## config.mk

```make
export PLATFORM = sky130hd
export DESIGN_NAME = ppspd_divider
export DESIGN_NICKNAME = d
export VERILOG_FILES = /design/src/rtl/assert_macros.svh /design/src/rtl/ppspd_pkg.sv /design/src/rtl/ppspd_divider.sv
export SDC_FILE = /design/constraint.sdc
export NUM_CORES = 1
export LEC_CHECK = 0
export BUFFER_PORTS_ARGS = -buffer_cell sky130_fd_sc_hd__buf_2
export CAP_MARGIN = 30
export CORE_UTILIZATION = 59
export CTS_CLUSTER_DIAMETER = 120
export DETAILED_ROUTE_END_ITERATION = 8
export PLACE_DENSITY = 0.89
export SYNTH_ARGS = -nofsm -noshare
export SYNTH_HDL_FRONTEND = slang
export SYNTH_SLANG_ARGS = --single-unit
```

## constraint.sdc

```tcl
create_clock -name clk -period 7.3 [get_ports clk]
set_input_delay 1.46 -clock clk [delete_from_list [all_inputs] [get_ports clk]]
set_output_delay 1.46 -clock clk [all_outputs]
set_load 0.05 [all_outputs]
```

## src/rtl/assert_macros.svh

```systemverilog
// Assertion macros shared by the RTL of the pulse period speedometer.
// Depends on nothing; the using module must have clk and rst_n in scope.
`ifndef ASSERT_MACROS_SVH
`define ASSERT_MACROS_SVH

// Check a property on every rising edge of clk outside reset.
`define ASSERT_CLK(label, prop, msg) \
  label: assert property (@(posedge clk) disable iff (!rst_n) (prop)) else $error(msg);

// Check that a condition implies a consequence in the same cycle.
`define ASSERT_IMPL(label, cond, cons, msg) \
  label: assert property (@(posedge clk) disable iff (!rst_n) (cond) |-> (cons)) \
    else $error(msg);

`endif

```

## src/rtl/ppspd_pkg.sv

```systemverilog
// Package of the pulse period speedometer: widths, register codes, reset values
// and the divider control types. Depends on nothing.
package ppspd_pkg;

  localparam int TIMER_BITS = 32;
  localparam int PERIOD_W   = 20;
  localparam int SPEED_W    = 10;
  localparam int TALLY_W    = 8;
  localparam int SCALED_W   = PERIOD_W + 1;
  localparam int DIV_DW     = TIMER_BITS;
  localparam int DIV_VW     = PERIOD_W;
  localparam int DIV_CW     = $clog2(DIV_DW + 1);

  localparam int CFG_IDX_W  = 3;
  localparam int CFG_DATA_W = 24;

  localparam logic [CFG_IDX_W-1:0] CFG_METRIC  = 3'd0;
  localparam logic [CFG_IDX_W-1:0] CFG_PULSES  = 3'd1;
  localparam logic [CFG_IDX_W-1:0] CFG_SPDCON  = 3'd2;
  localparam logic [CFG_IDX_W-1:0] CFG_PLIMIT  = 3'd3;
  localparam logic [CFG_IDX_W-1:0] CFG_STALL   = 3'd4;
  localparam logic [CFG_IDX_W-1:0] CFG_CEILING = 3'd5;

  localparam logic [TALLY_W-1:0]  RST_PULSES  = 8'd10;
  localparam logic [PERIOD_W-1:0] RST_SPDCON  = 20'd877193;
  localparam logic [PERIOD_W-1:0] RST_PLIMIT  = 20'd877200;
  localparam logic [23:0]         RST_STALL   = 24'd1000000;
  localparam logic [SPEED_W-1:0]  RST_CEILING = 10'd999;

  localparam logic [TALLY_W-1:0] TALLY_MAX = '1;
  // 1.60934 in unsigned Q16
  localparam logic [16:0] METRIC_Q16 = 17'd105470;

  typedef struct packed {
    logic              start;
    logic [DIV_CW-1:0] steps;
  } div_ctl_t;

  typedef struct packed {
    logic busy;
    logic done;
  } div_stat_t;

endpackage

```

## src/rtl/ppspd_divider.sv

```systemverilog
// Bit-serial restoring divider, one quotient bit per cycle.
// Depends on ppspd_pkg for widths and the control and status structs.
module ppspd_divider import ppspd_pkg::*; (
  input  logic              clk,
  input  logic              rst_n,
  input  div_ctl_t          ctl,
  input  logic [DIV_DW-1:0] dividend,
  input  logic [DIV_VW-1:0] divisor,
  output div_stat_t         stat,
  output logic [DIV_DW-1:0] quotient
);

  logic [DIV_DW-1:0] quo_r;
  logic [DIV_VW:0]   rem_r;
  logic [DIV_VW-1:0] dsr_r;
  logic [DIV_CW-1:0] cnt_r;
  logic              done_r;
  logic [DIV_VW:0]   shifted;
  logic [DIV_VW:0]   trial;

  always_comb begin
    shifted = {rem_r[DIV_VW-1:0], quo_r[DIV_DW-1]};
    trial   = shifted - {1'b0, dsr_r};
  end

  always_ff @(posedge clk) begin
    if (!rst_n) begin
      cnt_r  <= '0;
      done_r <= 1'b0;
    end else begin
      done_r <= 1'b0;
      if (ctl.start) begin
        cnt_r <= ctl.steps;
      end else if (cnt_r != '0) begin
        cnt_r <= cnt_r - DIV_CW'(1);
        if (cnt_r == DIV_CW'(1)) begin
          done_r <= 1'b1;
        end
      end
    end
  end

  // shift the dividend out at the top, quotient bits in at the bottom
  always_ff @(posedge clk) begin
    if (ctl.start) begin
      quo_r <= dividend;
      rem_r <= '0;
      dsr_r <= divisor;
    end else if (cnt_r != '0) begin
      quo_r <= {quo_r[DIV_DW-2:0], ~trial[DIV_VW]};
      rem_r <= trial[DIV_VW] ? shifted : trial;
    end
  end

  assign stat.busy = (cnt_r != '0);
  assign stat.done = done_r;
  assign quotient  = quo_r;

endmodule
```

==> results of run 1 <==
-- flip-flops by register name, indices dropped and copies added (netlist names) --
register	count
cnt_r	6
done_r	1
rem_r	20
dsr_r	20
quotient	32
-- power by group through the flow --
stage / Sequential [mW] / Combinational [mW] / Clock (mW)
floorplan: 0.691 / 0.133 / 0
global placement: 0.573 / 0.326 / 0
detailed placement: 0.574 / 0.336 / 0
CTS: 0.566 / 0.337 / 0.352
global route: 0.573 / 0.359 / 0.367
finish: 0.567 / 0.336 / 0.350
-- routing by layer --
metal / GRT usage / routed length [um] / share of wire
met3: 0.0700 / 573 / 0.060
met2: 0.438 / 4800 / 0.50
met5: 0 / 0 / 0
met4: 0.0865 / 142 / 0.015
met1: 0.323 / 4000 / 0.42
-- final cells by class --
class / instances / area, um^2
multi-input combinational: 283 / 2130
clock inverter: 7 / 87.6
sequential: 79 / 2100
fill: 517 / 2090
tap: 99 / 124
timing repair buffer: 97 / 493
inverter: 27 / 101
clock buffer: 9 / 124
-- Yosys cell counts, drive strengths merged (2+ instances only) --
library cell | instances | area [um^2]
clkbuf | 8 | 30.0
nand2 | 58 | 218
nor3 | 3 | 15.0
a211o | 3 | 27.5
xor2 | 10 | 87.6
nand2b | 5 | 31.3
o21ai | 12 | 71.3
nand4 | 15 | 93.8
o21a | 4 | 30.0
o211ai | 23 | 248
and2 | 9 | 58.8
a31oi | 4 | 31.3
xnor2 | 10 | 87.6
ha | 22 | 275
nand3 | 6 | 35.0
a21o | 9 | 67.6
or3 | 2 | 12.5
nor4 | 2 | 12.5
buf | 11 | 82.6
edfxtp | 52 | 1560
nor2 | 14 | 52.6
a21oi | 23 | 130
dfxtp | 27 | 541
mux2 | 33 | 372
a21boi | 2 | 15.0
inv | 27 | 101
-- worst paths after layout --
| kind | start | to | slack (ps) |
|---|---|---|---|
| setup / recovery | ctl[6] | cnt_r[1]$_SDFFE_PN0P_ | 3820 |
| hold / removal | rem_r[4]$_SDFFE_PP0P_ | rem_r[4]$_SDFFE_PP0P_ | 510 |
| setup reg to reg | quotient[31]$_DFFE_PP_ | quotient[0]$_DFFE_PP_ | 4100 |
| hold reg to reg | rem_r[4]$_SDFFE_PP0P_ | rem_r[4]$_SDFFE_PP0P_ | 510 |
-- metrics by stage --
step | utilization | total power, mW | cell area, um^2
4_1_cts | 0.711 | 1.26 | 5160
2_1_floorplan | - | 0.824 | 4440
3_3_place_gp | 0.682 | 0.899 | 4950
3_5_place_dp | 0.682 | 0.910 | 4950
6_report | 0.711 | 1.25 | 5160
5_1_grt | 0.711 | 1.30 | 5160
-- tightest hold or removal path, delay by kind of cell (launching register included) --
family | cells | cell delay [ps]
DFF | 1 | 330
and+or+nand+nor | 1 | 60
AOI/OAI and AO/OA | 1 | 80
-- logic make-up after synthesis --
family                   count (synthesis)
AO/OA/AOI/OAI                           90
XOR/XNOR                                20
multiplexers                            33
buffers and inverters                   46
flip-flops                              79
AND/OR/NAND/NOR                        117
adder cells (fa/ha/maj)                 23
==> out/metrics.cfg, run 1 <==
[critical_path]
cp_max_fo = 67
arrival_ps = 3730
crit_path_max_incr_delay_ps = 630
worst-path-stages = 7
reg2reg_depth = 11
crit_family = buffers and inverters
required_ps = 7550
path_common_cell = and2_1
path_buf_inv = 3
cpMaxStageDelayCell = inv_2
worstSetupEndpointType = flip-flop
path_class = input pin to flip-flop
startpoint_type = input pin
path_cells = buf_2, buf_4, nor2_1, and2_1, inv_2, o221ai_1, and2_1

[sta]
finalSetupViolCount = 0
tightest_slew_ps = 810
skew_ps = 12.7
maxSlewHeadroom = 0.460
finalCritPeriodShare = 0.477
tns_ps = 0
max_freq_mhz = 287
rsz0062_at_grt = false
hold_viol_final = 0
hold_ws_ps = 509
timing.final.ws_setup_ps = 3820
slew_viol_final = 0
period_needed_ps = 3480

[pwr]
pwr-share-clk = 0.279
power_frac_seq = 0.452
swShare = 0.358
p_sw_mw = 0.448
leakagePower_nw = 2.24
p_int_mw = 0.805
ir_drop_v = 0.000234
combinationalPowerShare = 0.268
pwr_density_cell_nw_per_um2 = 243

[placed_design]
hpwl_mm = 6.65
portBuffers = 94
place_inst = 585
globalplace.congestion = 0.862
dp_slack_ps = 3420

[clocking]
h-tree-depth = 3
clk_path_buf_depth = 2
cts_tree = built
post_cts_resized = 0
cts_made_buffers = 9
holdBufCountCts = 0
clk-insertion-delay-late_ps = 360
cts_root_buffer = clkbuf_8
clk_pin_slew_ps = 90
cts_sinks = 79
cts_setup_buffers = 0

[routing]
viasPerCell = 5.68
drt_iter0_markers = 228
postRouteAntennaNets = 0
firstDrtPassIters = 5
routedWlPerCell_um = 15.8
drt_wl_total_mm = 9.52
num_vias = 3416
drc_errors = 0

[synth]
syn_inst = 408
async_reset_ff_frac = 0
ys.flop_type = edfxtp_1
synth_fa_ha_area_frac = 0.0665
synthMuxAreaShare = 0.0837
yosys.area_share.simple = 0.124
seq_area_frac_synth = 0.473
synth.avg_cell_area_um2 = 10.9
synth-compound-area-share = 0.165
synth.distinct_cells = 54
ys_ff_latch = 79
synth_top_family_by_area = compound AO/OA/AOI/OAI gates
ys_warn_count = 0
syn_area_um2 = 4440
syn_nets = 492
synthXorXnorAreaFrac = 0.0394
synth_edf_count = 52

[die]
start_util = 0.612
core_area_um2 = 7250
die_width_um = 88.8
rows = 31
die_area_um2 = 7880
ios = 95
die_y_um = 88.8

[finish]
final_common_cell = buf_2
layout.nets = 581
area_delta_synth_final_pct = 16.2
layout-drive-gt1-share = 0.347
final_cell_mix = buf_2, nand2_1, edfxtp_1, mux2_2, dfxtp_1
diodes = 0
instances_no_fill = 601

[global_route]
antenna_found_initial = 0
track_usage = 0.260
grt_pass1_wl_mm = 15.6
grt_max_degree = 68
grt_overflow_total = 0
grt_pass1_vias = 3367

[run]
cap_violations = 0

[hold_path]
worstHoldPathCells = 2
worstHoldPathType = flip-flop to flip-flop

[run_status]
outcome = complete, no violations

Note: power is estimated with default switching activity, not from simulation.
==> run 2: changes to the inputs <==
CORE_UTILIZATION = 55   (was 59)
PLACE_DENSITY = 0.84   (was 0.89)
clock period = 3.6 ns   (was 7.3 ns; I/O delays follow)
==> out/metrics.cfg, run 2 (synthesis gave the netlist of run 1 again) <==
[global_route]
grt_pass1_wl_mm = 16.1
grt_overflow_total = 0
met1_usage = 0.300
grt_pass1_vias = 3505
grt_max_degree = 52
busiest_layer = met2
antenna_found_initial = 0
track_usage = 0.243
use_met2 = 0.402
grtUsageMet3 = 0.0697

[pwr]
leakagePower_nw = 2.23
ir_drop_v = 0.000378
pwr_density_cell_nw_per_um2 = 476
total_power_mw = 2.45

[critical_path]
worstSetupEndpointType = flip-flop
reg2reg_depth = 10
startpoint_type = flip-flop
rr_startpoint = quotient[31]$_DFFE_PP_
r2r_end = quotient[0]$_DFFE_PP_
arrival_ps = 3250
rrSetupSlack_ps = 590
path_class = flip-flop to flip-flop
cp_max_fo = 23
required_ps = 3840

[clocking]
post_cts_resized = 0
cts_sinks = 79
holdBufCountCts = 0
cts_made_buffers = 9
h-tree-depth = 3
clk_pin_slew_ps = 90
clk_path_buf_depth = 2
cts_tree = built
cts_setup_buffers = 0
clk-insertion-delay-late_ps = 370
cts_root_buffer = clkbuf_8

[sta]
skew_ps = 12.6
tightest_slew_ps = 704
period_needed_ps = 3010
hold_ws_ps = 499
finalSetupViolCount = 0
finalCritPeriodShare = 0.837
maxSlewHeadroom = 0.530
max_freq_mhz = 332
hold_viol_final = 0
tns_ps = 0
rsz0062_at_grt = false
slew_viol_final = 0

[placed_design]
hpwl_mm = 6.97
place_inst = 590
post_dp_cell_area_um2 = 4970
portBuffers = 94
globalplace.congestion = 0.856

[finish]
final_common_cell = buf_2
layout.nets = 583
multi_input_area_um2 = 2130
fillers = 617
area_delta_synth_final_pct = 15.9
final_area_um2 = 5140
diodes = 0
largest_reg_flops = 32
regArea_um2 = 2100
final_cell_mix = buf_2, nand2_1, edfxtp_1, mux2_2, dfxtp_1
layout-drive-gt1-share = 0.349
instances_no_fill = 606

[hold_path]
worstHoldPathCells = 2
worstHoldPathType = flip-flop to flip-flop
hp-start = rem_r[3]$_SDFFE_PP0P_
whs_endpoint = rem_r[4]$_SDFFE_PP0P_

[run_status]
outcome = complete, no violations

[die]
rows = 32
die_width_um = 91.9
start_util = 0.572
core_area_um2 = 7770
die_area_um2 = 8440
die_y_um = 91.9
ios = 95

[routing]
num_vias = 3439
drt_wl_total_mm = 9.68
drc_errors = 0
viasPerCell = 5.67
postRouteAntennaNets = 0
routedWlPerCell_um = 16.0
firstDrtPassIters = 5
drt_iter0_markers = 253

[run]
cap_violations = 0

-- run 2: cell count changes in the layout (fill, tap and decap cells not counted), sizes merged --
| cell | change |
|---|---|
| bufinv | -1 |
| buf | +2 |
| clkinvlp | +2 |
| inv | -1 |
-- run 2: power by group --
part           total (mW)  leakage (nW)  switching (mW)  internal, mW
registers            1.15         0.749          0.0563          1.09
clock network       0.618        0.0862           0.362         0.256
logic               0.683          1.39           0.478         0.206
-- run 2: metal layers --
layer | routed length (um) | vias to the layer above
met5 | 0 | -
met4 | 253 | 0
met3 | 608 | 25
met2 | 4590 | 139
met1 | 4220 | 1612
li1 | - | 1663
-- run 2: how the worst max path moves through the flow --
| stage | startpoint | end |
|---|---|---|
| global route | quotient[31]$_DFFE_PP_ | quotient[0]$_DFFE_PP_ |
| global placement | quotient[31]$_DFFE_PP_ | quotient[0]$_DFFE_PP_ |
| floorplan | quotient[31]$_DFFE_PP_ | quotient[0]$_DFFE_PP_ |
| finish | quotient[31]$_DFFE_PP_ | quotient[0]$_DFFE_PP_ |
| detailed placement | quotient[31]$_DFFE_PP_ | quotient[0]$_DFFE_PP_ |
| CTS | quotient[31]$_DFFE_PP_ | quotient[0]$_DFFE_PP_ |
-- run 2: final cells by class --
class	instances	share of cell area
Sequential cell	79	0.409
Tap cell	102	0.0248
Timing Repair Buffer	99	0.0987
Clock inverter	7	0.0107
Multi-Input combinational cell	283	0.413
Inverter	27	0.0197
Clock buffer	9	0.0241
-- run 2: per-stage QoR --
step           utilization  setup WS (ps)
3_3_place_gp         0.639            727
3_5_place_dp         0.639            635
5_1_grt              0.662            429
4_1_cts              0.662            613
2_1_floorplan            -            590
6_report             0.662            588
-- run 2: critical path, cell delays in order, from the launching register on --
cell	delay [ps]
edfxtp_1	340
inv_1	60
ha_1	220
fa_1	400
nand2b_1	180
a21o_1	190
a31o_4	240
o21ai_4	180
a211o_2	450
and2_4	400
mux2_2	210
==> run 3: changes to the inputs <==
ABC_AREA = 1   (was unset)
CORE_UTILIZATION = 56   (was 55)
PLACE_DENSITY = 0.85   (was 0.84)
clock period = 2.9 ns   (was 3.6 ns; I/O delays follow)
==> out/metrics.cfg, run 3 <==
[synth]
synth.avg_cell_area_um2 = 7.59
async_reset_ff_frac = 0
syn_inst = 626
ys.flop_type = edfxtp_1
synth_top_area_share = 0.329
seq_area_frac_synth = 0.443
synthTopCellsByArea = edfxtp_1, nand2_1, dfxtp_1, inv_1, ha_1
synth_edf_count = 52
syn_area_um2 = 4750
ys_top_cells_by_count = nand2_1, inv_1, edfxtp_1
syn_nets = 710
synth_most_common_cell = nand2_1
ys_warn_count = 0
synth_top_cell_by_area = edfxtp_1
synth.distinct_cells = 36
ys_ff_latch = 79

[finish]
fillers = 694
diodes = 0
area_delta_synth_final_pct = 14.9
instances_no_fill = 831
largest_reg_flops = 32
final_common_cell = nand2_1
layout.nets = 805
final_cell_mix = nand2_1, inv_1, buf_2, edfxtp_1, nand3_1
final_area_um2 = 5460
layout-drive-gt1-share = 0.201

[clocking]
cts_root_buffer = clkbuf_8
holdBufCountCts = 0
clk_pin_slew_ps = 90
clk-insertion-delay-late_ps = 360
cts_made_buffers = 9
h-tree-depth = 3
cts_setup_buffers = 0
cts_tree = built
post_cts_resized = 0
clk_path_buf_depth = 2
cts_sinks = 79

[global_route]
grt_pass1_wl_mm = 18.5
antenna_found_initial = 0
track_usage = 0.268
grt_pass1_vias = 4274
grt_overflow_total = 0
grt_max_degree = 58

[die]
start_util = 0.578
core_area_um2 = 8220
ios = 95
rows = 33
die_width_um = 94.1
die_area_um2 = 8850
die_y_um = 94.1

[critical_path]
cpMaxStageDelayCell = fa_1
path_class = flip-flop to flip-flop
required_ps = 2990
worstSetupEndpointType = flip-flop
arrival_ps = 2530
startpoint_type = flip-flop
cp_max_fo = 21
path_cells = inv_1, ha_1, fa_1, inv_1, nand3_1, nand3_1, nand3b_4, nand3_2, nand2_1, nand2_2, o21ai_0
crit_path_max_incr_delay_ps = 420

[sta]
finalCritPeriodShare = 0.841
max_freq_mhz = 410
period_needed_ps = 2440
tightest_slew_ps = 616
skew_ps = 14.5
slew_viol_final = 0
finalSetupViolCount = 0
hold_viol_final = 0
tns_ps = 0
rsz0062_at_grt = false
hold_ws_ps = 386
maxSlewHeadroom = 0.589

[pwr]
ir_drop_v = 0.000430
pwr_density_cell_nw_per_um2 = 682
leakagePower_nw = 2.96

[routing]
viasPerCell = 5.08
routedWlPerCell_um = 12.9
firstDrtPassIters = 5
drt_wl_total_mm = 10.8
drt_iter0_markers = 240
drc_errors = 0
postRouteAntennaNets = 0
num_vias = 4222

[placed_design]
portBuffers = 94
place_inst = 815
hpwl_mm = 7.97
post_dp_cell_area_um2 = 5290
globalplace.congestion = 0.958

[hold_path]
worstHoldPathType = input pin to flip-flop

[run]
cap_violations = 0

[run_status]
outcome = complete, no violations

run 3: changes by cell type after synthesis, sizes merged, moves of 5 or more:
cell,change
mux2,-33
nor2,+15
nand2,+227
o211ai,-21
nand3,+36
a21o,-9
inv,+68
o21ai,-10
nand4,-11
nand2b,-5
and2,-6
run 3: cell type report:
cell class                      instances  area [um^2]  area share
Inverter                               95          357      0.0653
Sequential cell                        79         2100       0.385
Clock inverter                          5         33.8     0.00619
Tap cell                              105          131      0.0241
Multi-Input combinational cell        437         2190       0.402
Clock buffer                           11          131      0.0241
Timing Repair Buffer                   99          508      0.0931
run 3: through the flow:
| stage | total power, mW | utilization | worst slack (ps) |
|---|---|---|---|
| 2_1_floorplan | 2.68 | - | 450 |
| 3_3_place_gp | 2.95 | 0.644 | 599 |
| 3_5_place_dp | 3.00 | 0.644 | 455 |
| 4_1_cts | 3.73 | 0.664 | 444 |
| 5_1_grt | 3.96 | 0.664 | 278 |
| 6_report | 3.72 | 0.664 | 462 |
run 3: path summary, 6_finish.rpt:
path	slack, ps	start	cells past startpoint	to
hold / removal	390	divisor[15]	1	dsr_r[15]$_DFFE_PP_
setup / recovery	460	quotient[31]$_DFFE_PP_	11	quotient[0]$_DFFE_PP_
setup reg to reg	460	quotient[31]$_DFFE_PP_	11	quotient[0]$_DFFE_PP_
hold reg to reg	480	rem_r[18]$_SDFFE_PP0P_	2	rem_r[18]$_SDFFE_PP0P_
run 3: layer usage:
layer  part of all wire  vias up  track usage
met3              0.068       28       0.0720
li1                   -     2137            -
met5                  0        -            0
met4              0.022        0       0.0872
met1               0.44     1908        0.321
met2               0.47      149        0.465
run 3: report_power, final:
| group | internal [mW] | switching (mW) |
|---|---|---|
| clock | 0.312 | 0.416 |
| sequential | 1.40 | 0.108 |
| combinational | 0.446 | 1.04 |
| total | 2.15 | 1.57 |
run 3: cells by family (layout without fill, tap and decap cells):
family | count (synthesis) | after routing | share of synthesized area
AOI/OAI and AO/OA | 31 | 31 | 0.0385
xor gates and xnor gates | 15 | 15 | 0.0277
adders and majority gates | 23 | 23 | 0.0622
buffers and inverters | 110 | 210 | 0.0954
DFF | 79 | 79 | 0.443
and+or+nand+nor | 368 | 368 | 0.334
run 3: critical path: cells and delay by family, from the launching register on:
family	cells	cell delay (ps)
compound gates	1	140
buf+inv	2	130
flops	1	350
fa+ha+maj	2	650
simple gates	6	910
